[src/rtl/fct_pkg.sv]
// Types, codes and helper functions of the face classifier hash table.
`default_nettype none

package fct_pkg;

    // Result status codes.
    localparam logic [3:0] STAT_NEW_QUAL    = 4'd0;
    localparam logic [3:0] STAT_NEW_REJECT  = 4'd1;
    localparam logic [3:0] STAT_REPEAT_QUAL = 4'd2;
    localparam logic [3:0] STAT_INVALIDATED = 4'd3;
    localparam logic [3:0] STAT_REPEAT_NOT  = 4'd4;
    localparam logic [3:0] STAT_FULL        = 4'd5;
    localparam logic [3:0] STAT_CLEARED     = 4'd6;
    localparam logic [3:0] STAT_DISABLED    = 4'd7;
    localparam logic [3:0] STAT_BAD_KEY     = 4'd8;

    // Reject reason numbers.
    localparam logic [3:0] REASON_FOG      = 4'd8;
    localparam logic [3:0] REASON_DLIGHT   = 4'd9;
    localparam logic [3:0] REASON_GEOMETRY = 4'd12;
    localparam logic [3:0] REASON_NONE     = 4'd13;

    // Item kinds.
    localparam logic KIND_FACE  = 1'b0;
    localparam logic KIND_CLEAR = 1'b1;

    // Hash finalizer multipliers.
    localparam logic [31:0] HASH_MUL_A = 32'h7feb352d;
    localparam logic [31:0] HASH_MUL_B = 32'h846ca68b;

    typedef enum logic [2:0] {
        S_SWEEP,
        S_IDLE,
        S_HASH,
        S_PROBE,
        S_DONE
    } t_state;

    typedef enum logic [1:0] {
        HS_IDLE,
        HS_SECOND,
        HS_DONE
    } t_hash_step;

    typedef struct packed {
        logic [31:0] key;
        logic        qual;
        logic [19:0] bytes;
    } t_entry;

    typedef struct packed {
        logic [3:0]  status;
        logic [11:0] slot;
        logic [3:0]  reason;
        logic [12:0] rmask;
        logic [19:0] bytes;
    } t_res_core;

    typedef struct packed {
        t_res_core   core;
        logic [12:0] unique_count;
        logic [12:0] qualifying_count;
        logic [31:0] total_cache_bytes;
        logic [31:0] draw_calls;
        logic [31:0] qualifying_draw_calls;
        logic [31:0] overflow_draw_calls;
    } t_result;

    // Lowest set reject bit, or no reason when the mask is empty.
    function automatic logic [3:0] first_reason(input logic [12:0] m);
        logic [3:0] r;
        r = REASON_NONE;
        for (int i = 12; i >= 0; i--) begin
            if (m[i]) begin
                r = 4'(i);
            end
        end
        return r;
    endfunction

    // Vertex bytes (24 per point) plus index bytes (2 per index), each rounded
    // up to 16 bytes. Its result is only used for nonnegative counts.
    function automatic logic [19:0] cache_bytes(input logic [15:0] p, input logic [15:0] ix);
        logic [19:0] pb;
        logic [19:0] ib;
        pb = ({4'b0, p} << 4) + ({4'b0, p} << 3);
        pb = (pb + 20'd15) & ~20'd15;
        ib = {4'b0, ix} << 1;
        ib = (ib + 20'd15) & ~20'd15;
        return pb + ib;
    endfunction

endpackage

`default_nettype wire

[src/rtl/fct_hash.sv]
// Key hash finalizer built around one shared 32-bit multiplier over two steps.
`default_nettype none

module fct_hash (
    input  wire logic        i_clk,
    input  wire logic        i_rst_n,
    input  wire logic        i_start,
    input  wire logic [31:0] i_key,
    output logic             o_done,
    output logic [31:0]      o_hash
);

    fct_pkg::t_hash_step r_step;
    fct_pkg::t_hash_step n_step;
    logic [31:0] r_prod;
    logic [31:0] n_prod;
    logic [31:0] mul_a;
    logic [31:0] mul_b;

    always_comb begin
        n_step = r_step;
        unique case (r_step)
            fct_pkg::HS_IDLE:   if (i_start) n_step = fct_pkg::HS_SECOND;
            fct_pkg::HS_SECOND: n_step = fct_pkg::HS_DONE;
            fct_pkg::HS_DONE:   n_step = fct_pkg::HS_IDLE;
            default:            n_step = fct_pkg::HS_IDLE;
        endcase
    end

    // The first step mixes the incoming key, the second the first product.
    always_comb begin
        if (r_step == fct_pkg::HS_IDLE) begin
            mul_a = i_key ^ (i_key >> 16);
            mul_b = fct_pkg::HASH_MUL_A;
        end else begin
            mul_a = r_prod ^ (r_prod >> 15);
            mul_b = fct_pkg::HASH_MUL_B;
        end
        n_prod = mul_a * mul_b;
        o_done = (r_step == fct_pkg::HS_DONE);
        o_hash = r_prod ^ (r_prod >> 16);
    end

    always_ff @(posedge i_clk) begin
        if (!i_rst_n) begin
            r_step <= fct_pkg::HS_IDLE;
        end else begin
            r_step <= n_step;
        end
    end

    always_ff @(posedge i_clk) begin
        if (r_step != fct_pkg::HS_DONE) begin
            r_prod <= n_prod;
        end
    end

endmodule

`default_nettype wire

[config.mk]
export PLATFORM = sky130hd
export DESIGN_NAME = fct_hash
export DESIGN_NICKNAME = d
export VERILOG_FILES = /design/src/rtl/fct_pkg.sv /design/src/rtl/fct_hash.sv
export SDC_FILE = /design/constraint.sdc
export NUM_CORES = 1
export LEC_CHECK = 0
export BUFFER_PORTS_ARGS = -buffer_cell sky130_fd_sc_hd__buf_4
export CORE_ASPECT_RATIO = 0.5
export CORE_MARGIN = 2
export CORE_UTILIZATION = 65
export CTS_BUF_LIST = sky130_fd_sc_hd__clkbuf_4 sky130_fd_sc_hd__clkbuf_8
export CTS_CLUSTER_SIZE = 24
export DETAILED_ROUTE_END_ITERATION = 16
export GPL_TIMING_DRIVEN = 0
export PLACE_DENSITY = 0.86
export SLEW_MARGIN = 30
export SYNTH_ARGS = -nofsm -noshare
export SYNTH_HDL_FRONTEND = slang
export SYNTH_SLANG_ARGS = --single-unit
export TNS_END_PERCENT = 30
[constraint.sdc]
create_clock -name i_clk -period 9.1 [get_ports i_clk]
set_input_delay 1.365 -clock i_clk [delete_from_list [all_inputs] [get_ports i_clk]]
set_output_delay 1.365 -clock i_clk [all_outputs]
set_load 0.05 [all_outputs]
# --- Word-level counts from Yosys, hierarchy flattened ---
# Cells that the tools add are included.
word_totals:
  in_bits: 35
  elab_cells: 15
  latchBits: 0
  mem_count: 0
  mem_bits_ro: 0
  output_inout_bits: 33
  mem_bits_rw: 0
  ff_bits: 34
classes:
  add_sub_neg: 0
  mul: 1
  eq_ne: 4
  shift: 0
  n_div: 0
  bitwise: 3
  reduce_logical: 1
  n_lt_le_gt_ge: 0
  n_mux: 4
ops:
  columns: ["op", "count"]
  rows:
  - ["$mux W32", 2]
  - ["$xor A32 B16 Y32", 2]
  - ["$mul A32 B32 Y32", 1]
  - ["$xor A32 B17 Y32", 1]
  - ["$ne A2 B2 Y1 const B", 2]
  - ["$pmux W2 S2", 1]
  - ["$eq A2 B1 Y1 const B", 1]
  - ["$eq A2 B2 Y1 const B", 1]
  - ["$logic_not A2 Y1", 1]
  - ["$mux W2", 1]

# --- Logic depth before layout (Yosys ltp) ---
# Gate-level depths: netlist of the first run.
depth:
  ltp_word: 3
  ltp_mapped: 31
  ltp_nobuf: 29

# --- Worst setup path after synthesis of the first run ---
# Ideal clock, no wire load.
synth_path:
  path_type: "input to register"
  from: "input i_key[23]"
  to: "register r_prod[31] (data pin)"
  n_path_buf: 0
  cell_stages: 24
  t_required_ns: 8.834
  setup_slack_ns: 1.469
  arrival_time_ns: 7.365
  path_cell_list: "xnor2_1 -> nand2b_1 -> nand2_1 -> fa_1 -> fa_1 -> fa_1 -> inv_1 -> fa_1 -> inv_1 -> fa_1 -> inv_1 -> fa_1 -> inv_1 -> fa_1 -> inv_1 -> fa_1 -> inv_1 -> ha_1 -> a211oi_1 -> nand2b_1 -> o21ai_2 -> o32ai_1 -> o41ai_1 -> xnor2_1"
synth_between:
  elab_chain_cells: 3
synth_lines:
  columns: ["item", "line", "text"]
  rows:
  - ["start, declared", "fct_hash.sv:8", "input wire logic [31:0] i_key,"]
  - ["$xor A32 B16 Y32", "fct_hash.sv:33", "mul_a = i_key ^ (i_key >> 16);"]
  - ["$mux W32", "fct_hash.sv:32", "if (r_step == fct_pkg::HS_IDLE) begin"]
  - ["$mul A32 B32 Y32", "fct_hash.sv:39", "n_prod = mul_a * mul_b;"]
  - ["named net n_prod[31]", "fct_hash.sv:16", "logic [31:0] n_prod;"]
  - ["end signal, assigned", "fct_hash.sv:54", "r_prod <= n_prod;"]
  - ["end, declared", "fct_hash.sv:15", "logic [31:0] r_prod;"]
# The timed path passes the listed nets, and every way through them passes these cells.
# A chain may end at the register's enable or synchronous reset.

# --- Final worst setup path of the first run ---
# Ends and elaborated chain as after synthesis.

==> results of run 1 <==
stage by stage:
stage	hold WS, ns	cell area, µm²	setup WS (ns)	cells	TNS, ns
2_1_floorplan	0.525	13200	1.47	1367	0
4_1_cts	0.570	14200	0.250	1708	0
5_1_grt	0.590	14200	-0.0000471	1708	-0.0000471
3_3_place_gp	0.553	14100	0.271	1700	0
6_report	0.566	14200	0.298	1709	0
3_5_place_dp	0.560	14100	0.163	1701	0
layer usage:
| metal | track usage | share of wire |
|---|---|---|
| met3 | 0.141 | 0.13 |
| met5 | 0 | 0 |
| met2 | 0.600 | 0.42 |
| met1 | 0.625 | 0.43 |
| met4 | 0.0751 | 0.021 |
critical path, stage by stage:
cell and delay, ns:
buf_4 0.13, xnor2_1 0.53, nand2b_1 0.38, nand2_1 0.28, fa_1 0.58, fa_1 0.50
fa_1 0.51, inv_1 0.05, fa_1 0.47, inv_1 0.05, fa_1 0.50, inv_1 0.06
fa_1 0.53, inv_1 0.05, fa_1 0.48, inv_1 0.05, fa_1 0.47, inv_1 0.04
ha_1 0.33, a211oi_1 0.31, nand2b_1 0.12, o21ai_2 0.36, o32ai_1 0.21, o41ai_1 0.37
xnor2_1 0.12
layout by cell type (no fill, tap or decap), types with 3 or more instances in the layout:
cell type,Yosys,final
nand2_1,83,83
a21oi_1,31,30
inv_1,433,433
clkbuf_2,0,4
and3_1,3,3
nor2_1,41,41
fa_1,296,296
o21ai_0,25,24
ha_1,151,151
xor2_1,49,49
clkbuf_8,0,5
clkbuf_1,9,7
o21bai_1,5,5
xnor2_1,68,68
buf_4,16,83
conb_1,2,40
edfxtp_1,32,32
nand2b_1,11,10
mux2i_1,3,3
a21o_1,11,11
and2_1,10,10
o21a_1,5,5
flip-flops by register name, indices dropped and copies added (netlist names):
signal / cells
r_prod: 32
r_step: 2
worst paths after layout:
check | from | endpoint | slack (ns) | cells after the start
hold / removal | r_step[0]$_SDFFE_PN0P_ | r_step[1]$_SDFFE_PN0P_ | 0.57 | 1
setup / recovery | i_key[23] | r_prod[31]$_DFFE_PN_ | 0.30 | 25
hold reg to reg | r_step[0]$_SDFFE_PN0P_ | r_step[1]$_SDFFE_PN0P_ | 0.57 | 1
setup reg to reg | r_step[1]$_SDFFE_PN0P_ | r_prod[31]$_DFFE_PN_ | 0.52 | 27
logic make-up (layout without fill, tap and decap cells):
group,count (synthesis),count (layout),share of synthesized area
xor+xnor,119,119,0.0812
fa+ha+maj,447,447,0.597
mux,4,4,0.00401
buf+inv,462,537,0.138
flops,34,34,0.0765
other cells,2,41,0.000574
compound gates,98,98,0.0478
simple gates,163,163,0.0547
cell type report:
class,count,area (µm²)
Clock buffer,5,68.8
Multi-Input combinational cell,871,10400
Sequential cell,34,1000
Fill cell,1509,5380
Buffer,29,189
Tap cell,266,333
Timing Repair Buffer,68,523
Inverter,433,1630
Antenna cell,1,2.50
Clock inverter,2,33.8
synth_stat cells, types with 2 or more instances:
| cell | n |
|---|---|
| o21ai_0 | 25 |
| o31ai_1 | 2 |
| a21oi_1 | 31 |
| conb_1 | 2 |
| and2_1 | 10 |
| nand2_1 | 83 |
| buf_6 | 2 |
| dfxtp_1 | 2 |
| ha_1 | 151 |
| fa_1 | 296 |
| nand2b_1 | 11 |
| and3_1 | 3 |
| buf_1 | 2 |
| xnor2_1 | 68 |
| inv_1 | 433 |
| mux2i_1 | 3 |
| o21a_1 | 5 |
| o211ai_1 | 2 |
| edfxtp_1 | 32 |
| buf_4 | 16 |
| nor2_1 | 41 |
| o21bai_1 | 5 |
| a21o_1 | 11 |
| nor4_1 | 3 |
| xor2_1 | 49 |
| clkbuf_1 | 9 |
| a211oi_1 | 2 |
==> key figures, run 1 <==
GRT
  • Grt total ovfl: 0
  • Largest net degree at the start of global routing: 28
  • Initial antenna violation count: 1
  • GRT Total Usage: 0.418
  • First-pass GRT wire length: 62.8 mm
  • Vias in the first global route: 10500

Synthesis
  • Share of synthesized registers carrying an async set or reset: 0
  • Post-synth top flop: edfxtp_1
  • Syn Area/Cell: 9.85 µm²
  • Synth top area share: 0.453
  • Seq/Total Area, Yosys: 0.0765
  • Synth area leaders: fa_1 (45%), ha_1 (14%), inv_1 (12%)
  • Synth Instances: 1329
  • Warnings, synthesis: 0
  • Top cell type by total area after synthesis: fa_1
  • Flops & latches, synth: 34
  • Post-synth EDFFs: 32
  • Yosys cell types: 57
  • Post-Syn Area: 0.0131 mm²

Clock network
  • H-tree lvl count: 2
  • Hold_buf cts: 0
  • TritonCTS Sinks: 34
  • Worst-Skew Late Latency: 0.32 ns
  • Clock tree root driver cell: clkbuf_8
  • Maximum buffer depth of the clock tree: 2
  • Clock-pin slew on the worst setup and hold paths: 0.07 ns
  • CTS tree: built
  • CTS buffer count: 5
  • Post-cts resize count: 0
  • Post-CTS Setup Bufs: 0

Timing
  • Tmin final: 8.80 ns
  • Final setup violation count: 0
  • Max Clk Rate: 114 MHz
  • Clock Skews: 0.0103 ns
  • Worst-margin pin slew: 0.999 ns
  • Worst rel slew slack: 0.329
  • Final hold vios: 0
  • Max-slew violations: 0
  • Tcrit/Tclk final: 0.967

Run
  • Max-capacitance violation count: 0

Hold path
  • Worst Hold Class: flip-flop to flip-flop

Floorplan
  • Starting density of the core: 0.668
  • Die area: 0.0214 mm²
  • Die width: 205 µm
  • Std cell rows: 36
  • Die Ht: 104 µm
  • Core Region: 0.0196 mm²
  • IO Count: 68

Detailed routing
  • First-pass DRT Iterations: 7
  • Avg WL per Cell: 24.2 µm
  • Total length of routed wires: 41.4 mm
  • Total number of vias: 9533
  • DRT iter0 DRCs: 1061
  • Post-DRT Antenna Nets: 0
  • DR DRC count: 0
  • Vias per cell: 5.58

Placed design
  • DP Wirelength: 37.6 mm
  • Gpl congestion: 1.05
  • Port Buf Inserts: 67

Cells and area
  • Final core utilization: 0.725
  • Fraction of layout cells with a size suffix above 1: 0.0749
  • Final #Nets: 1924
  • Area delta synth->final: 8.56%

Setup path
  • Crit Path Class: input pin to flip-flop
  • WP data arrival: 8.86 ns
  • CP startpoint kind: input pin
  • Endpoint type of the worst setup path: flip-flop
  • Critical Path RT: 9.15 ns
  • Crit path max fanout: 5

Outcome
  • Status: completed
Power of run 1 is left out: the tool's default activity adds up to more than one toggle a clock period on the data nets, which glitch-free logic cannot reach.
==> run 2, diff against run 1 <==
--- a/config.mk
+++ b/config.mk
@@ -13,7 +13,9 @@
 export CTS_CLUSTER_SIZE = 24
 export DETAILED_ROUTE_END_ITERATION = 16
 export GPL_TIMING_DRIVEN = 0
+export MAX_ROUTING_LAYER = met4
 export PLACE_DENSITY = 0.86
+export REMOVE_ABC_BUFFERS = 1
 export SLEW_MARGIN = 30
 export SYNTH_ARGS = -nofsm -noshare
 export SYNTH_HDL_FRONTEND = slang
==> run 2 against run 1 <==
Wire length fell by 6.1%; non-clock buffer count shrank 28; via count down 4.1%; critical path type unchanged; die area unchanged; fmax increased by 0.22%; largest cell class unchanged; sequential cell count did not move.
==> key figures, run 2 (synthesized netlist as in run 1, its figures left out) <==
Floorplan
  • Std cell rows: 36 (unchanged)
  • Die width: 205 µm (unchanged)
  • IO Count: 68 (unchanged)
  • Die Ht: 104 µm (unchanged)
  • Starting density of the core: 0.668 (unchanged)
  • Die area: 0.0214 mm² (unchanged)
  • Core Region: 0.0196 mm² (unchanged)

Cells and area
  • Final instance area: 0.0141 mm² (was 0.0142 mm²)
  • # fillers: 1506 (was 1509)
  • Largest registers: r_prod: 32 flops, r_step: 2 flops (unchanged)
  • Final #Nets: 1896 (was 1924)
  • Most common library cell in the layout ignoring fill and taps: inv_1 (unchanged)
  • Most flop-heavy register: r_prod (unchanged)
  • Fraction of layout cells with a size suffix above 1: 0.0636 (was 0.0749)
  • Area delta synth->final: 7.37% (was 8.56%)
  • Commonest non-fill, non-tap cells in the layout: inv_1 (433), fa_1 (296), ha_1 (151), nand2_1 (83), xnor2_1 (68) (was inv_1 (433), fa_1 (296), ha_1 (151), nand2_1 (83), buf_4 (83))
  • Non-filler cells, final: 1684 (was 1709)
  • Max reg flops: 32 (unchanged)

Placed design
  • Port Buf Inserts: 67 (unchanged)
  • DP Wirelength: 35.5 mm (was 37.6 mm)
  • Worst slack at placement: 0.243 ns (was 0.163 ns)
  • Gpl congestion: 1.04 (was 1.05)
  • Placed instance area: 0.0140 mm² (was 0.0141 mm²)
  • Placed Instances: 1673 (was 1701)

Clock network
  • H-tree lvl count: 2 (unchanged)
  • CTS tree: built (unchanged)
  • TritonCTS Sinks: 34 (unchanged)
  • Post-cts resize count: 0 (unchanged)
  • Post-CTS Setup Bufs: 0 (unchanged)
  • Clock-pin slew on the worst setup and hold paths: 0.08 ns (was 0.07 ns)
  • CTS buffer count: 5 (unchanged)
  • Worst-Skew Late Latency: 0.31 ns (was 0.32 ns)
  • Clock tree root driver cell: clkbuf_8 (unchanged)
  • Maximum buffer depth of the clock tree: 2 (unchanged)
  • Hold_buf cts: 0 (unchanged)

Setup path
  • WP data arrival: 8.84 ns (was 8.86 ns)
  • CP startpoint kind: input pin (unchanged)
  • Endpoint type of the worst setup path: flip-flop (unchanged)
  • Critical Path RT: 9.15 ns (about the same)
  • Crit path max fanout: 6 (was 5)
  • Crit Path Class: input pin to flip-flop (unchanged)

Timing
  • Clock Skews: 0.00856 ns (was 0.0103 ns)
  • RSZ-0062 raised after global routing: no
  • Worst Setup Slack, final: 0.317 ns (was 0.298 ns)
  • Max Clk Rate: 114 MHz (about the same)
  • Max-slew violations: 0 (unchanged)
  • Worst rel slew slack: 0.328 (was 0.329)
  • Final setup violation count: 0 (unchanged)
  • Tcrit/Tclk final: 0.965 (was 0.967)
  • Worst-margin pin slew: 1.01 ns (was 0.999 ns)
  • Tmin final: 8.78 ns (was 8.80 ns)
  • Final hold vios: 0 (unchanged)
  • Hold slack: 0.636 ns (was 0.566 ns)

GRT
  • Largest net degree at the start of global routing: 53 (was 28)
  • Vias in the first global route: 10200 (was 10500)
  • GRT Total Usage: 0.407 (was 0.418)
  • First-pass GRT wire length: 59.6 mm (was 62.8 mm)
  • Grt total ovfl: 0 (unchanged)
  • Initial antenna violation count: 2 (was 1)

Detailed routing
  • Vias per cell: 5.43 (was 5.58)
  • Total length of routed wires: 38.9 mm (was 41.4 mm)
  • DRT iter0 DRCs: 786 (was 1061)
  • Post-DRT Antenna Nets: 0 (unchanged)
  • First-pass DRT Iterations: 5 (was 7)
  • Avg WL per Cell: 23.1 µm (was 24.2 µm)
  • DR DRC count: 0 (unchanged)
  • Total number of vias: 9142 (was 9533)

Run
  • Max-capacitance violation count: 0 (unchanged)

Hold path
  • Worst Hold Class: flip-flop to flip-flop (unchanged)

Outcome
  • Status: completed (unchanged)
==> run 2: final timing paths <==
check | from | to | slack [ns] | depth (start not counted)
worst max register to register | r_step[0]$_SDFFE_PN0P_ | r_prod[30]$_DFFE_PN_ | 0.88 | 25
worst min-delay path | r_step[0]$_SDFFE_PN0P_ | r_step[1]$_SDFFE_PN0P_ | 0.64 | 1
worst max-delay path | i_key[24] | r_prod[30]$_DFFE_PN_ | 0.32 | 24
worst min register to register | r_step[0]$_SDFFE_PN0P_ | r_step[1]$_SDFFE_PN0P_ | 0.64 | 1
==> run 2: final cells by class <==
| class | count | area (µm²) | area share |
|---|---|---|---|
| timing repair buffer | 69 | 558 | 0.0397 |
| multi-input combinational | 871 | 10400 | 0.743 |
| clock inverter | 3 | 16.3 | 0.00116 |
| antenna | 3 | 7.51 | 0.000534 |
| clock buffer | 5 | 68.8 | 0.00490 |
| tap | 266 | 333 | 0.0237 |
| inverter | 433 | 1630 | 0.116 |
| sequential | 34 | 1000 | 0.0712 |
==> run 2: metrics by stage <==
step | TNS [ns] | utilization
CTS | 0 | 0.717
floorplan | 0 | -
finish | 0 | 0.717
global route | 0 | 0.717
detailed placement | 0 | 0.712
global placement | -20.21 | 0.709
==> run 2: worst max-delay path, stage by stage <==
cell and delay [ns]:
buf_4 0.12, xnor2_1 0.77, nand2_1 0.12, o21a_1 0.27, fa_1 0.53, inv_1 0.09
fa_1 0.48, inv_1 0.15, fa_1 0.43, inv_1 0.08, fa_1 0.41, inv_1 0.09
fa_1 0.45, fa_1 0.58, fa_1 0.44, fa_1 0.44, ha_1 0.43, inv_1 0.24
nor3_1 0.12, a221o_1 0.33, a21oi_2 0.36, o21ai_1 0.25, nand4b_1 0.17, o311ai_1 0.10
==> run 2: metal layers <==
layer | GRT usage | share of wire
met2 | 0.570 | 0.42
met5 | - | 0
met1 | 0.547 | 0.42
met3 | 0.181 | 0.14
met4 | 0.0849 | 0.027
Power of run 2 is left out for the same reason.
